### src/rtl/ips_pkg.sv
// shared types, constants and arithmetic helpers for the injector pulse stretcher
`timescale 1ns / 1ps

package ips_pkg;

  // stream word layout
  localparam int NOW_W       = 48;
  localparam int LINE_W      = 5;
  localparam int IN_TDATA_W  = 56;
  localparam int FACTOR_W    = 8;
  localparam int OUT_W       = LINE_W + FACTOR_W + 1;
  localparam int OUT_TDATA_W = 16;

  // configuration port
  localparam int CFG_IDX_W  = 3;
  localparam int CFG_DATA_W = 24;

  typedef enum logic [CFG_IDX_W-1:0] {
    REG_BASE_FACTOR   = 3'd0,
    REG_TEMPERATURE   = 3'd1,
    REG_COLD_GAIN     = 3'd2,
    REG_DECAY         = 3'd3,
    REG_STALL_TIMEOUT = 3'd4,
    REG_RUN_CONFIRM   = 3'd5
  } cfg_reg_e;

  // factor arithmetic
  localparam int COLD_REF_TENTHS = 450;
  localparam int FACTOR_CAP      = 170;
  localparam int FACTOR_RESET    = 100;
  localparam int PCT_SCALE       = 100;
  localparam int FMUL_W          = 9;   // width of 100 + factor

  // seconds since running, saturated just above any possible factor spread
  localparam int US_PER_S    = 1000000;
  localparam int SECS_W      = 8;
  localparam int SECS_CAP    = 171;
  localparam int SECS_CAP_US = SECS_CAP * US_PER_S;
  localparam int SECS_PRE    = 6;        // 10^6 = 2^6 * 15625
  localparam int SECS_IN_W   = 22;       // bits of the shifted difference below the cap
  localparam int SECS_SHIFT  = 36;
  localparam logic [22:0] SECS_MUL = 23'd4398047;   // ceil(2^36 / 15625)

  // reciprocal constants
  localparam logic [15:0] DIV100_MUL = 16'd41944;   // ceil(2^22 / 100)
  localparam int          DIV100_SH  = 22;
  localparam logic [15:0] DIV10_MUL  = 16'd52429;   // ceil(2^19 / 10)
  localparam int          DIV10_SH   = 19;

  // what each lane reports to the merge
  typedef struct packed {
    logic low;     // line pulled low in this word
    logic pulse;   // new falling edge in this word
  } lane_flags_t;

  // one byte step of a long division by 100
  typedef struct packed {
    logic [7:0] quo;
    logic [6:0] rem;
  } div100_t;

  function automatic div100_t div100_step(input logic [6:0] rem_in, input logic [7:0] dig);
    logic [14:0] val;
    logic [30:0] prod;
    logic [14:0] back;
    div100_t     res;
    val     = {rem_in, dig};
    prod    = 31'(val) * 31'(DIV100_MUL);
    res.quo = prod[DIV100_SH +: 8];
    back    = 15'(res.quo) * 15'(PCT_SCALE);
    res.rem = 7'(val - back);
    return res;
  endfunction

  // base plus cold-start enrichment, capped
  function automatic logic [FACTOR_W-1:0] cold_start_pct(input logic [5:0] base,
                                                         input logic signed [10:0] temp,
                                                         input logic [3:0] gain);
    logic signed [11:0] diff;
    logic [14:0]        prod;
    logic [33:0]        scaled;
    logic [11:0]        sum;
    diff   = 12'(COLD_REF_TENTHS) - 12'(temp);
    prod   = '0;
    if (diff > 12'sd0) begin
      prod = 15'(diff[10:0]) * 15'(gain);
    end
    scaled = 34'(prod) * 34'(DIV10_MUL);
    sum    = 12'(base) + scaled[DIV10_SH +: 12];
    if (sum > 12'(FACTOR_CAP)) begin
      sum = 12'(FACTOR_CAP);
    end
    return sum[FACTOR_W-1:0];
  endfunction

endpackage

### src/rtl/ips_lane.sv
// one injector lane: edge tracking, stretched hold time and output drive
`timescale 1ns / 1ps

module ips_lane import ips_pkg::*; #(
  parameter int TIME_BITS  = 48,
  parameter int DIV_STAGES = 8
) (
  input  logic                     clk_i,
  input  logic                     rst_ni,
  input  logic [DIV_STAGES+5:1]    adv_i,
  input  logic [TIME_BITS-1:0]     now_i,
  input  logic                     level_i,
  input  logic [FACTOR_W-1:0]      factor_i,
  output lane_flags_t              flags_o,
  output logic                     drive_o
);

  localparam int NS     = DIV_STAGES + 5;
  localparam int WORD_W = DIV_STAGES * 8;
  localparam int PROD_W = TIME_BITS + FMUL_W;

  // lane state
  logic                 open_q;
  logic [TIME_BITS-1:0] open_stamp_q;
  logic [TIME_BITS-1:0] close_stamp_q;
  logic [TIME_BITS-1:0] hold_q;
  logic                 drive_q;

  // carried per word
  logic                 pl_low_q [1:NS-1];
  logic                 pl_jc_q  [1:NS-1];
  logic [TIME_BITS-1:0] pl_dc_q  [1:NS-1];
  logic [TIME_BITS-1:0] pt_q     [1:3];

  // division chain
  logic [WORD_W-1:0]    dw_q [0:DIV_STAGES];
  logic [6:0]           dr_q [1:DIV_STAGES];

  logic                 low;
  logic                 jc;
  logic [FMUL_W-1:0]    fmul;
  logic [WORD_W-1:0]    hold_full;
  logic [TIME_BITS-1:0] hold_sat;

  // edge decode on the incoming word
  assign low           = ~level_i;
  assign jc            = level_i & open_q;
  assign flags_o.low   = low;
  assign flags_o.pulse = low & ~open_q;

  always_ff @(posedge clk_i or negedge rst_ni) begin
    if (!rst_ni) begin
      open_q        <= 1'b0;
      open_stamp_q  <= '0;
      close_stamp_q <= '0;
    end else if (adv_i[1]) begin
      if (low) begin
        open_q <= 1'b1;
        if (!open_q) begin
          open_stamp_q <= now_i;
        end
      end else if (open_q) begin
        open_q        <= 1'b0;
        close_stamp_q <= now_i;
      end
    end
  end

  // first stage of the lane pipeline
  always_ff @(posedge clk_i) begin
    if (adv_i[1]) begin
      pl_low_q[1] <= low;
      pl_jc_q[1]  <= jc;
      pl_dc_q[1]  <= now_i - close_stamp_q;
      pt_q[1]     <= now_i - open_stamp_q;
    end
  end

  // carry the flags and close distance down the pipe
  for (genvar s = 2; s <= NS - 1; s++) begin : g_carry
    always_ff @(posedge clk_i) begin
      if (adv_i[s]) begin
        pl_low_q[s] <= pl_low_q[s-1];
        pl_jc_q[s]  <= pl_jc_q[s-1];
        pl_dc_q[s]  <= pl_dc_q[s-1];
      end
    end
  end

  for (genvar s = 2; s <= 3; s++) begin : g_open_time
    always_ff @(posedge clk_i) begin
      if (adv_i[s]) begin
        pt_q[s] <= pt_q[s-1];
      end
    end
  end

  // open time times (100 + factor)
  assign fmul = FMUL_W'(PCT_SCALE) + FMUL_W'(factor_i);

  always_ff @(posedge clk_i) begin
    if (adv_i[4]) begin
      dw_q[0] <= WORD_W'(PROD_W'(pt_q[3]) * PROD_W'(fmul));
    end
  end

  // divide by 100, one byte per stage, quotient shifted in from the bottom
  for (genvar k = 1; k <= DIV_STAGES; k++) begin : g_div
    div100_t step;
    if (k == 1) begin : g_first
      assign step = div100_step(7'd0, dw_q[k-1][WORD_W-1 -: 8]);
    end else begin : g_next
      assign step = div100_step(dr_q[k-1], dw_q[k-1][WORD_W-1 -: 8]);
    end
    always_ff @(posedge clk_i) begin
      if (adv_i[4+k]) begin
        dw_q[k] <= {dw_q[k-1][WORD_W-9:0], step.quo};
        dr_q[k] <= step.rem;
      end
    end
  end

  // saturate the stretched time
  assign hold_full = dw_q[DIV_STAGES];
  assign hold_sat  = (|hold_full[WORD_W-1:TIME_BITS]) ? '1 : hold_full[TIME_BITS-1:0];

  // output drive, evaluated in word order with the latest hold time
  always_ff @(posedge clk_i or negedge rst_ni) begin
    if (!rst_ni) begin
      drive_q <= 1'b0;
      hold_q  <= '0;
    end else if (adv_i[NS]) begin
      if (pl_jc_q[NS-1]) begin
        drive_q <= 1'b1;
        hold_q  <= hold_sat;
      end else if (pl_low_q[NS-1]) begin
        drive_q <= 1'b1;
      end else if (pl_dc_q[NS-1] > hold_q) begin
        drive_q <= 1'b0;
      end
    end
  end

  assign drive_o = drive_q;

endmodule

### config.mk
export PLATFORM = sky130hd
export DESIGN_NAME = ips_lane
export DESIGN_NICKNAME = d
export VERILOG_FILES = /design/src/rtl/ips_pkg.sv /design/src/rtl/ips_lane.sv
export SDC_FILE = /design/constraint.sdc
export NUM_CORES = 2
export LEC_CHECK = 0
export ABC_AREA = 1
export BUFFER_PORTS_ARGS = -buffer_cell sky130_fd_sc_hd__buf_2
export CORE_MARGIN = 1
export CORE_UTILIZATION = 45
export CTS_CLUSTER_DIAMETER = 50
export CTS_CLUSTER_SIZE = 10
export DETAILED_ROUTE_END_ITERATION = 16
export GPL_ROUTABILITY_DRIVEN = 1
export PLACE_DENSITY = 0.63
export SYNTH_ARGS = -nofsm -noshare
export SYNTH_HDL_FRONTEND = slang
export SYNTH_SLANG_ARGS = --single-unit
### constraint.sdc
create_clock -name clk_i -period 7.05 [get_ports clk_i]
set_clock_uncertainty 0.2 [all_clocks]
set_input_delay 0.705 -clock clk_i [delete_from_list [all_inputs] [get_ports clk_i]]
set_output_delay 0.705 -clock clk_i [all_outputs]
set_load 0.02 [all_outputs]
==> metrics.md <==
| Metric | Value |
|---|---|
| Tmin final | 6461 ps |
| Vias in the first global route | 60.67k |
| Placed Instances | between 10k and 15k |
| Seq/Total Area, Yosys | between 40% and 50% |
| Remaining DRCs | 0 |
| CP Capture Type | register |
| Post-synth ARST share | between 10% and 20% |
| Dpl hpwl | 170900 µm |
| Yosys reg bits | 1417 |
| Fill count | 18.33k |
| Met1 GRT Util | roughly 28% |
| Largest family of logic cells by synthesized area | adder cells |
| Core ar. | 204600 µm² |
| Mux cell area share after synthesis | 0% |
| CTS Sinks | 1417 |
| Simple-gate portion of the synthesized area | 10.12% |
| Initial antenna violation count | 16 |
| Global Route met2 Usage | 35.17% |
| Port bufs | 74 |
| Die width | between 400 and 500 µm |
| Gr busiest metal | met2 |
| Startpoint Class | register |
| Iter 0 DRT Violations | around 3.5k |
| Total wire length | 209900 µm |
| GRT Overall Usage | approximately a fifth |
| Vias | 57.64k |
| Syn-to-layout area delta | 10.53% |
| Status | finished clean |
| WL per Instance | 18.11 µm |
| Worst path arrival time | 6820 ps |
| M3 GR Usage | 2.661% |
| Multi-input logic area | 42990 µm² |
| Worst-margin pin slew | 995.7 ps |
| Post-Synth Adder-Cell Area | roughly 29% |
| Most common flop cell mapped by yosys | edfxtp_1 |
| Final core utilization | 50.02% |
| First-pass GRT wire length | between 300000 and 400000 µm |
| Final hold vios | 0 |
| Root Buffer | clkbuf_16 |
| Synthesized cell area | 92590 µm² |
| Flop-to-flop setup slack | 590 ps |
| DRT Pass-1 Iters | 6 |
| # rows | ~170 |
| Max clock buf depth | 3 |
| Share of the synthesized area in compound gates (AO/OA/AOI/OAI) | about 5% |
| Starting density of the core | 45.26% |
| Total CTS buffers | 180 |
| Clock latency on the worst-skew pair | a little over 800 ps |
| Fmax | 154.8 MHz |
| Setup violations, final | 0 |
| Unrepaired setup endpoints after global routing | false |
| Io pins | 75 |
| CTS tree | done |
| Rel. slew slack | 33.62% |
| Cells after Synth | 8514 |
| Min-delay worst type | in2reg |
| Number of synthesis warnings | 0 |
| # nets final | 10.54k |
| CP required | 7410 ps |
| Max cap viols | 0 |
| Die Y-Extent | 455.6 µm |
| Die ar. | 207600 µm² |
| Register area | 41820 µm² |
| Grt ovf | 0 |
| Kind of critical path | reg2reg |
| Most frequent cells in the layout | inv_1, edfxtp_1, nand2_1 |
| CP dominant cell by count | nand2_1 |
| Share of cells above drive strength 1 | 5.156% |
| Post-synth EDFFs | 1271 |
| Detail Route Antenna Nets | 0 |
| Filler-free cell count of the finished design | 11.60k |
| Vias per std cell | ~5.0 |
| RD Place Congestion | approximately 0.95 |
| H-tree level count | 4 |
| Max Slew Vio Count | 0 |
| Clock transition at path regs | around 60 ps |
| Total negative slack | 0 ps |
| Worst Path Max Fanout | 6 |
| Largest net degree at the start of global routing | 98 |
| Distinct cells, synth | 60 |
| CP max stage delay | 540 ps |
| Avg Cell Area, Syn | 10.88 µm² |
| Most common cell after layout, fill and taps aside | inv_1 |
| Max stage delay cell, worst path | fa_1 |
| Xor/xnor cell area share of the yosys netlist | 2.078% |
| Syn nets | 10.28k |
| Final Cycle Share | between 90% and 100% |
-- cell type report --
class | count | share of cell area, %
multi-input cells | 5028 | 42.00
flip-flops and latches | 1417 | 40.86
inverters | 1989 | 7.295
clock buffers | 255 | 4.717
well taps | 2688 | 3.286
repair buffers | 165 | 1.172
clock inverters | 48 | 0.6504
diodes | 5 | 0.01223
-- worst max-delay path: cells and delay by family, from the launching register on --
family | cells | cell delay (ps)
compound gates | 4 | 720
fa+ha+maj | 8 | 3240
simple gates | 10 | 940
xor+xnor | 2 | 310
buf+inv | 6 | 310
flops | 1 | 530
-- cells by family after synthesis --
logic type | count (synthesis)
buffers and inverters | 2069
xor gates and xnor gates | 216
DFF | 1417
AOI/OAI and AO/OA | 844
adders and majority gates | 1690
and+or+nand+nor | 2278
-- flip-flops by register name, indices dropped and copies added (netlist names) --
register       flops
close_stamp_q     48
open_stamp_q      48
pl_low_q          12
pl_dc_q          576
open_q             1
hold_q            48
dr_q              43
dw_q             484
pl_jc_q           12
pt_q             144
drive_o            1
-- per-layer routing --
metal  share of wire, %  wire (µm)  vias up
li1                   -          -    27910
met1                 45      93760    28250
met2                 49     102300     1136
met3                3.9       8105      332
met4                2.7       5663       18
met5              0.057        120        -
-- path summary, 6_finish.rpt --
kind                                     to  depth (start not counted)         start
min in group asynchronous  open_stamp_q[39]                          2        rst_ni
setup reg to reg                dr_q[0][55]                         30   dr_q[0][43]
setup / recovery                dr_q[0][55]                         30   dr_q[0][43]
max in group asynchronous        hold_q[12]                          3        rst_ni
hold reg to reg                dw_q[0][485]                          0  dw_q[0][413]
hold / removal             open_stamp_q[19]                          3     now_i[19]
-- synthesized netlist by cell type, types with 6 or more instances --
cell type  number  area (µm²)
nor2_1        609        2286
xnor2_1        59       516.8
nor4_2          9       112.6
edfxtp_1     1271       38170
o31ai_1         6       45.04
nand2_2        23       143.9
nor2_2         12       75.07
o21ai_0       250        1251
o21ai_1        10       50.05
buf_2           8       40.04
nor4_1         12       75.07
a21o_1         35       262.8
clkbuf_1       60       225.2
a21oi_2         8       70.07
fa_1          772       15450
ha_1          918       11490
o21bai_1       50       375.4
a21boi_0        6       45.04
xor2_1        155        1358
nand3_1       198       991.0
o211ai_1        8       60.06
nand3_2         8       80.08
inv_2           6       22.52
buf_1           7       26.28
nor3_1        102       510.5
a21oi_1       376        1882
a211oi_1        8       60.06
dfrtp_1       146        3654
nand4_1        41       256.5
a31oi_1        47       294.0
o21ai_2         9       78.83
nand2_1      1242        4662
o21a_1          9       67.56
inv_1        1980        7432
-- per-stage QoR --
stage / worst slack (ps) / hold WS (ps) / area [µm²]
after floorplan: 1141 / 200.3 / 92590
after global placement: 202.9 / 200.5 / 96500
after detailed placement: 254.4 / 204.5 / 96500
after CTS: 588.1 / 0.5168 / 102300
after global routing: 158.2 / 26.08 / 102300
final: 589.2 / 61.06 / 102300
-- timing repair --
item,4_1_cts,5_1_grt
setup buffers,0,0
gates resized for setup,0,0
hold buffers,34,0
hold endpoints to repair,144,0
Power is left out: the tool's default activity adds up to more than one toggle a clock period on the data nets, which glitch-free logic cannot reach.
