`config.mk`:
```
export PLATFORM = sky130hd
export DESIGN_NAME = ips_ctrl
export DESIGN_NICKNAME = d
export VERILOG_FILES = /design/src/rtl/ips_pkg.sv /design/src/rtl/ips_ctrl.sv
export SDC_FILE = /design/constraint.sdc
export NUM_CORES = 2
export LEC_CHECK = 0
export BUFFER_PORTS_ARGS = -buffer_cell sky130_fd_sc_hd__buf_4
export CELL_PAD_IN_SITES_DETAIL_PLACEMENT = 0
export CELL_PAD_IN_SITES_GLOBAL_PLACEMENT = 2
export CORE_MARGIN = 3
export CORE_UTILIZATION = 43
export CTS_BUF_LIST = sky130_fd_sc_hd__clkbuf_2 sky130_fd_sc_hd__clkbuf_4 sky130_fd_sc_hd__clkbuf_8
export DETAILED_ROUTE_END_ITERATION = 16
export PLACE_DENSITY_LB_ADDON = 0.05
export SYNTH_ARGS = -nofsm -noshare
export SYNTH_HDL_FRONTEND = slang
export SYNTH_SLANG_ARGS = --single-unit
export TNS_END_PERCENT = 10
```
`constraint.sdc`:
```
create_clock -name clk_i -period 12.6 [get_ports clk_i]
set_input_delay 1.89 -clock clk_i [delete_from_list [all_inputs] [get_ports clk_i]]
set_output_delay 1.89 -clock clk_i [all_outputs]
set_load 0.02 [all_outputs]
```
`src/rtl/ips_pkg.sv`:
```
// shared types, constants and arithmetic helpers for the injector pulse stretcher
`timescale 1ns / 1ps

package ips_pkg;

  // stream word layout
  localparam int NOW_W       = 48;
  localparam int LINE_W      = 5;
  localparam int IN_TDATA_W  = 56;
  localparam int FACTOR_W    = 8;
  localparam int OUT_W       = LINE_W + FACTOR_W + 1;
  localparam int OUT_TDATA_W = 16;

  // configuration port
  localparam int CFG_IDX_W  = 3;
  localparam int CFG_DATA_W = 24;

  typedef enum logic [CFG_IDX_W-1:0] {
    REG_BASE_FACTOR   = 3'd0,
    REG_TEMPERATURE   = 3'd1,
    REG_COLD_GAIN     = 3'd2,
    REG_DECAY         = 3'd3,
    REG_STALL_TIMEOUT = 3'd4,
    REG_RUN_CONFIRM   = 3'd5
  } cfg_reg_e;

  // factor arithmetic
  localparam int COLD_REF_TENTHS = 450;
  localparam int FACTOR_CAP      = 170;
  localparam int FACTOR_RESET    = 100;
  localparam int PCT_SCALE       = 100;
  localparam int FMUL_W          = 9;   // width of 100 + factor

  // seconds since running, saturated just above any possible factor spread
  localparam int US_PER_S    = 1000000;
  localparam int SECS_W      = 8;
  localparam int SECS_CAP    = 171;
  localparam int SECS_CAP_US = SECS_CAP * US_PER_S;
  localparam int SECS_PRE    = 6;        // 10^6 = 2^6 * 15625
  localparam int SECS_IN_W   = 22;       // bits of the shifted difference below the cap
  localparam int SECS_SHIFT  = 36;
  localparam logic [22:0] SECS_MUL = 23'd4398047;   // ceil(2^36 / 15625)

  // reciprocal constants
  localparam logic [15:0] DIV100_MUL = 16'd41944;   // ceil(2^22 / 100)
  localparam int          DIV100_SH  = 22;
  localparam logic [15:0] DIV10_MUL  = 16'd52429;   // ceil(2^19 / 10)
  localparam int          DIV10_SH   = 19;

  // what each lane reports to the merge
  typedef struct packed {
    logic low;     // line pulled low in this word
    logic pulse;   // new falling edge in this word
  } lane_flags_t;

  // one byte step of a long division by 100
  typedef struct packed {
    logic [7:0] quo;
    logic [6:0] rem;
  } div100_t;

  function automatic div100_t div100_step(input logic [6:0] rem_in, input logic [7:0] dig);
    logic [14:0] val;
    logic [30:0] prod;
    logic [14:0] back;
    div100_t     res;
    val     = {rem_in, dig};
    prod    = 31'(val) * 31'(DIV100_MUL);
    res.quo = prod[DIV100_SH +: 8];
    back    = 15'(res.quo) * 15'(PCT_SCALE);
    res.rem = 7'(val - back);
    return res;
  endfunction

  // base plus cold-start enrichment, capped
  function automatic logic [FACTOR_W-1:0] cold_start_pct(input logic [5:0] base,
                                                         input logic signed [10:0] temp,
                                                         input logic [3:0] gain);
    logic signed [11:0] diff;
    logic [14:0]        prod;
    logic [33:0]        scaled;
    logic [11:0]        sum;
    diff   = 12'(COLD_REF_TENTHS) - 12'(temp);
    prod   = '0;
    if (diff > 12'sd0) begin
      prod = 15'(diff[10:0]) * 15'(gain);
    end
    scaled = 34'(prod) * 34'(DIV10_MUL);
    sum    = 12'(base) + scaled[DIV10_SH +: 12];
    if (sum > 12'(FACTOR_CAP)) begin
      sum = 12'(FACTOR_CAP);
    end
    return sum[FACTOR_W-1:0];
  endfunction

endpackage

```
`src/rtl/ips_ctrl.sv`:
```
// shared control: registers, lane merge, start detection and factor decay
`timescale 1ns / 1ps

module ips_ctrl import ips_pkg::*; #(
  parameter int NUM_INJECTORS = 5,
  parameter int TIME_BITS     = 48,
  parameter int DIV_STAGES    = 8
) (
  input  logic                                 clk_i,
  input  logic                                 rst_ni,
  input  logic                                 cfg_we_i,
  input  logic [CFG_IDX_W-1:0]                 cfg_idx_i,
  input  logic [CFG_DATA_W-1:0]                cfg_data_i,
  input  logic [DIV_STAGES+5:1]                adv_i,
  input  logic [TIME_BITS-1:0]                 now_i,
  input  lane_flags_t [NUM_INJECTORS-1:0]      flags_i,
  output logic [FACTOR_W-1:0]                  factor_s3_o,
  output logic [FACTOR_W-1:0]                  factor_o,
  output logic                                 running_o
);

  localparam int NS = DIV_STAGES + 5;

  localparam logic [5:0]         BASE_RESET    = 6'd10;
  localparam logic signed [10:0] TEMP_RESET    = 11'sd150;
  localparam logic [3:0]         GAIN_RESET    = 4'd3;
  localparam logic [3:0]         DECAY_RESET   = 4'd4;
  localparam logic [19:0]        STALL_RESET   = 20'd190000;
  localparam logic [23:0]        CONFIRM_RESET = 24'd2000000;
  localparam logic [TIME_BITS-1:0] SECS_LIMIT  = TIME_BITS'(SECS_CAP_US);

  // configuration registers
  logic [5:0]         base_q;
  logic signed [10:0] temp_q;
  logic [3:0]         gain_q;
  logic [3:0]         decay_q;
  logic [19:0]        stall_q;
  logic [23:0]        confirm_q;
  logic [FACTOR_W-1:0] start_q;

  // start detection state
  logic                 run_q, run_d;
  logic                 fv_q, fv_d;
  logic [TIME_BITS-1:0] first_q, first_d;
  logic [TIME_BITS-1:0] last_q, last_d;
  logic [TIME_BITS-1:0] rs_q, rs_d;

  // pipeline
  logic                 c1_run_pre_q, c1_run_post_q;
  logic [TIME_BITS-1:0] c1_sdiff_q;
  logic                 c2_run_pre_q, c2_run_post_q;
  logic [SECS_W-1:0]    c2_secs_q;
  logic [FACTOR_W-1:0]  fac_q, fac_d;
  logic                 c3_run_post_q;
  logic [FACTOR_W-1:0]  fac_pipe_q [4:NS];
  logic                 run_pipe_q [4:NS];

  logic                 any_low, any_pulse;
  logic                 chk, stall_hit, confirm_hit, fv_mid;
  logic [TIME_BITS-1:0] first_mid;
  logic [44:0]          secs_prod;
  logic [SECS_W-1:0]    secs;
  logic [11:0]          dec;
  logic [FACTOR_W-1:0]  base8, spread;

  // register writes
  always_ff @(posedge clk_i or negedge rst_ni) begin
    if (!rst_ni) begin
      base_q    <= BASE_RESET;
      temp_q    <= TEMP_RESET;
      gain_q    <= GAIN_RESET;
      decay_q   <= DECAY_RESET;
      stall_q   <= STALL_RESET;
      confirm_q <= CONFIRM_RESET;
    end else if (cfg_we_i) begin
      case (cfg_reg_e'(cfg_idx_i))
        REG_BASE_FACTOR:   base_q    <= cfg_data_i[5:0];
        REG_TEMPERATURE:   temp_q    <= signed'(cfg_data_i[10:0]);
        REG_COLD_GAIN:     gain_q    <= cfg_data_i[3:0];
        REG_DECAY:         decay_q   <= cfg_data_i[3:0];
        REG_STALL_TIMEOUT: stall_q   <= cfg_data_i[19:0];
        REG_RUN_CONFIRM:   confirm_q <= cfg_data_i[23:0];
        default: ;
      endcase
    end
  end

  // start factor follows the registers
  always_ff @(posedge clk_i or negedge rst_ni) begin
    if (!rst_ni) begin
      start_q <= FACTOR_W'(FACTOR_RESET);
    end else begin
      start_q <= cold_start_pct(base_q, temp_q, gain_q);
    end
  end

  // merge of the lane findings
  always_comb begin
    any_low   = 1'b0;
    any_pulse = 1'b0;
    for (int i = 0; i < NUM_INJECTORS; i++) begin
      any_low   = any_low | flags_i[i].low;
      any_pulse = any_pulse | flags_i[i].pulse;
    end
  end

  // stall and run confirmation on the incoming word
  always_comb begin
    chk         = fv_q & ~run_q;
    stall_hit   = chk & ((now_i - last_q) > TIME_BITS'(stall_q));
    confirm_hit = chk & ~stall_hit & ((now_i - first_q) > TIME_BITS'(confirm_q));
    run_d       = run_q | confirm_hit;
    rs_d        = confirm_hit ? now_i : rs_q;
    fv_mid      = fv_q & ~stall_hit;
    first_mid   = stall_hit ? '0 : first_q;
    fv_d        = fv_mid | any_low;
    first_d     = (any_low & ~fv_mid) ? now_i : first_mid;
    last_d      = any_pulse ? now_i : last_q;
  end

  always_ff @(posedge clk_i or negedge rst_ni) begin
    if (!rst_ni) begin
      run_q   <= 1'b0;
      fv_q    <= 1'b0;
      first_q <= '0;
      last_q  <= '0;
      rs_q    <= '0;
    end else if (adv_i[1]) begin
      run_q   <= run_d;
      fv_q    <= fv_d;
      first_q <= first_d;
      last_q  <= last_d;
      rs_q    <= rs_d;
    end
  end

  always_ff @(posedge clk_i) begin
    if (adv_i[1]) begin
      c1_run_pre_q  <= run_q;
      c1_run_post_q <= run_d;
      c1_sdiff_q    <= now_i - rs_q;
    end
  end

  // whole seconds since running, saturated
  assign secs_prod = 45'(c1_sdiff_q[SECS_PRE +: SECS_IN_W]) * 45'(SECS_MUL);
  assign secs      = (c1_sdiff_q >= SECS_LIMIT) ? SECS_W'(SECS_CAP)
                                                : secs_prod[SECS_SHIFT +: SECS_W];

  always_ff @(posedge clk_i) begin
    if (adv_i[2]) begin
      c2_run_pre_q  <= c1_run_pre_q;
      c2_run_post_q <= c1_run_post_q;
      c2_secs_q     <= secs;
    end
  end

  // factor decay towards the base
  assign dec    = 12'(c2_secs_q) * 12'(decay_q);
  assign base8  = FACTOR_W'(base_q);
  assign spread = start_q - base8;

  always_comb begin
    fac_d = start_q;
    if (c2_run_pre_q) begin
      if (fac_q > base8) begin
        if (dec >= 12'(spread)) begin
          fac_d = base8;
        end else begin
          fac_d = start_q - FACTOR_W'(dec);
        end
      end else begin
        fac_d = fac_q;
      end
    end
    if (fac_d < base8) begin
      fac_d = base8;
    end
  end

  always_ff @(posedge clk_i or negedge rst_ni) begin
    if (!rst_ni) begin
      fac_q <= FACTOR_W'(FACTOR_RESET);
    end else if (adv_i[3]) begin
      fac_q <= fac_d;
    end
  end

  always_ff @(posedge clk_i) begin
    if (adv_i[3]) begin
      c3_run_post_q <= c2_run_post_q;
    end
  end

  // factor and run flag travel beside the lane division
  always_ff @(posedge clk_i) begin
    if (adv_i[4]) begin
      fac_pipe_q[4] <= fac_q;
      run_pipe_q[4] <= c3_run_post_q;
    end
  end

  for (genvar s = 5; s <= NS; s++) begin : g_pipe
    always_ff @(posedge clk_i) begin
      if (adv_i[s]) begin
        fac_pipe_q[s] <= fac_pipe_q[s-1];
        run_pipe_q[s] <= run_pipe_q[s-1];
      end
    end
  end

  assign factor_s3_o = fac_q;
  assign factor_o    = fac_pipe_q[NS];
  assign running_o   = run_pipe_q[NS];

  // once running, always running
  assert property (@(posedge clk_i) disable iff (!rst_ni) run_q |=> run_q)
    else $error("running flag cleared");

  // running only after a first pulse was seen
  assert property (@(posedge clk_i) disable iff (!rst_ni) $rose(run_q) |-> $past(fv_q))
    else $error("running without first pulse");

  // start detection is dropped only by a stall, which clears the first stamp
  assert property (@(posedge clk_i) disable iff (!rst_ni)
                   $fell(fv_q) |-> !run_q && (first_q == '0))
    else $error("first pulse dropped wrongly");

  // factor never above the cap
  assert property (@(posedge clk_i) disable iff (!rst_ni) fac_q <= FACTOR_W'(FACTOR_CAP))
    else $error("factor above cap");

endmodule

```
==> flow_metrics.env <==
export IMPL_r2r_setup_slack_ns=0.73
export IMPL_multiInputGateArea_um2=25700
export IMPL_slew_headroom=0.204
export IMPL_die_x_um=306
export IMPL_finClkSkew_ns=0.0244
export IMPL_clk_pin_slew_ns=0.06
export IMPL_firstDrtPassIters=5
export IMPL_cts_tree="yes"
export IMPL_min_period_ns=11.87
export IMPL_drc=0
export IMPL_synth_fp_nets=4922
export IMPL_syn_area_per_cell_um2=9.78
export IMPL_hold_path_startpoint="fac_pipe_q[0][34]$_DFFE_PP_"
export IMPL_nets=5031
export IMPL_worstReg2RegStart="temp_q[1]$_DFFE_PN1P_"
export IMPL_io_buffers=117
export IMPL_cts_made_buffers=72
export IMPL_cp_required_ns=13.21
export IMPL_grt_pass1_wl_mm=160
export IMPL_ys_seq_area_frac=0.263
export IMPL_critPathSlowestCell="fa_1"
export IMPL_yosysWarnings=0
export IMPL_hold_path_class="flip-flop to flip-flop"
export IMPL_wl_mm=100
export IMPL_dp_hpwl_mm=83.1
export IMPL_synth_cells=3963
export IMPL_layout_drive_gt1_share=0.113
export IMPL_gp_congestion=0.859
export IMPL_tightest_slew_ns=1.19
export IMPL_whs_path_depth=0
export IMPL_placedCellCount=5163
export IMPL_cpPeakStageDelay_ns=0.60
export IMPL_end_kind="flip-flop"
export IMPL_period_share=0.942
export IMPL_vias=28100
export IMPL_cts_max_path_buffers=3
export IMPL_overflow=0
export IMPL_grt_use_total=0.216
export IMPL_min_to="fac_pipe_q[0][42]$_DFFE_PP_"
export IMPL_first_global_vias=28900
export IMPL_criticalPathCategory="flip-flop to flip-flop"
export IMPL_seq_area_um2=10200
export IMPL_ios=118
export IMPL_mostFrequentLayoutCells="673 x inv_1, 580 x ha_1, 276 x fa_1"
export IMPL_grt_max_degree=70
export IMPL_ys_ff_latch=376
export IMPL_fmaxAchievable_ghz=0.0842
export IMPL_drv_cap=0
export IMPL_start_util=0.436
export IMPL_postLayoutCellArea_um2=42500
export IMPL_start_kind="flip-flop"
export IMPL_r2r_end="start_q[0]$_DFF_PN0_"
export IMPL_synth_edf_count=145
export IMPL_first_iter_violations=1493
export IMPL_nFillCells=8657
export IMPL_cp_data_arrival_time_ns=12.48
export IMPL_cts_resized=0
export IMPL_post_drt_wl_per_cell_um=18.9
export IMPL_postCtsSetupRepairBufs=0
export IMPL_cts_sinks=376
export IMPL_final_max_slew_violation_count=0
export IMPL_crit_path_max_fanout=8
export IMPL_synth_cell_types=90
export IMPL_dpl_cell_area_um2=40800
export IMPL_hold_violations=0
export IMPL_final_common_cell="inv_1"
export IMPL_synth_ff_type="dfrtp_1"
export IMPL_via_per_inst=5.31
export IMPL_area_growth_pct=9.64
export IMPL_core_rowCount=109
export IMPL_antenna_found_initial=6
export IMPL_tns_ns=0
export IMPL_die_height_um=306
export IMPL_clock_latency_ns=0.69
export IMPL_stdcell_count=5292
export IMPL_async_flop_share=0.614
export IMPL_setup_viol=0
export IMPL_worst_path_most_repeated_cell="a21o_1"
export IMPL_cts_root_buf="clkbuf_8"
export IMPL_syn_cell_area_um2=38700
export IMPL_status="completed"
export IMPL_rr_worst_depth=51
export IMPL_core_area_um2=88900
export IMPL_ctsHoldBuffers=0
export IMPL_dieArea_um2=93700
export IMPL_htreeDepth=3
export IMPL_ant_nets=0
Yosys cell counts, drive strengths merged (103+ instances only):
cell / instances / share of area
dfrtp: 201 / 0.13
a21oi: 219 / 0.028
o21ai: 175 / 0.023
mux2: 138 / 0.040
xnor2: 103 / 0.023
fa: 277 / 0.14
ha: 581 / 0.19
nor2: 141 / 0.014
nand2: 232 / 0.022
inv: 673 / 0.065
a21o: 116 / 0.022
edfxtp: 145 / 0.11
logic make-up (layout without fill, tap and decap cells):
| group | count (synthesis) | in the layout | share of synthesized area |
|---|---|---|---|
| muxes | 155 | 155 | 0.0445 |
| DFF | 376 | 376 | 0.263 |
| and+or+nand+nor | 804 | 804 | 0.106 |
| xor gates and xnor gates | 152 | 152 | 0.0344 |
| adders and majority gates | 858 | 858 | 0.331 |
| other | 0 | 1 | 0 |
| buffers and inverters | 774 | 937 | 0.0766 |
| AOI/OAI and AO/OA | 844 | 844 | 0.145 |
worst max-delay path by stage:
stage,start,end,slack (ns),cells past startpoint
after global routing,temp_q[1]$_DFFE_PN1P_,start_q[4]$_DFF_PN0_,-0.03,54
after detailed placement,temp_q[1]$_DFFE_PN1P_,start_q[4]$_DFF_PN0_,0.12,49
final,temp_q[1]$_DFFE_PN1P_,start_q[0]$_DFF_PN0_,0.73,51
after global placement,temp_q[1]$_DFFE_PN1P_,start_q[4]$_DFF_PN0_,0.19,50
after CTS,temp_q[1]$_DFFE_PN1P_,start_q[0]$_DFF_PN0_,0.12,50
after floorplan,temp_q[2]$_DFFE_PN1P_,start_q[4]$_DFF_PN0_,0.92,50
worst max-delay path, delay by kind of cell (launching register included):
family,cells,cell delay [ns]
xor+xnor,3,0.50
flops,1,0.57
simple gates,7,1.03
compound gates,22,4.22
fa+ha+maj,12,4.86
buf+inv,7,0.62
state kept, by name, indices dropped and copies added, names as in the netlist:
signal         cells
base_q             6
c1_run_post_q      1
c1_run_pre_q       1
c1_sdiff_q        42
c2_run_post_q      1
c2_run_pre_q       1
c2_secs_q          8
c3_run_post_q      1
confirm_q         24
decay_q            4
fac_pipe_q        80
factor_s3_o        8
first_q           48
fv_q               1
gain_q             4
last_q            48
rs_q              48
run_pipe_q        10
run_q              1
stall_q           20
start_q            8
temp_q            11
per-layer routing:
| metal | share of wire | GRT usage | up-vias |
|---|---|---|---|
| met5 | 0.000080 | 0 | - |
| met4 | 0.022 | 0.0556 | 2 |
| met3 | 0.033 | 0.0264 | 131 |
| met2 | 0.44 | 0.335 | 465 |
| met1 | 0.51 | 0.320 | 13500 |
| li1 | - | - | 14000 |
metrics by stage:
stage	util	hold WS [ns]	setup WS (ns)
floorplan	-	0.400	0.919
global placement	0.459	0.400	0.191
detailed placement	0.459	0.405	0.118
CTS	0.477	0.413	0.117
global route	0.478	0.421	-0.0281
finish	0.478	0.405	0.726
area by class of cell:
type,instances,area share
Inverter,673,0.0595
Antenna cell,1,0.0000589
Multi-Input combinational cell,2813,0.605
Timing Repair Buffer,136,0.0242
Clock buffer,102,0.0303
Sequential cell,376,0.240
Clock inverter,26,0.00748
Tap cell,1165,0.0343
Power is left out: the tool's default activity adds up to more than one toggle a clock period on the data nets, which glitch-free logic cannot reach.
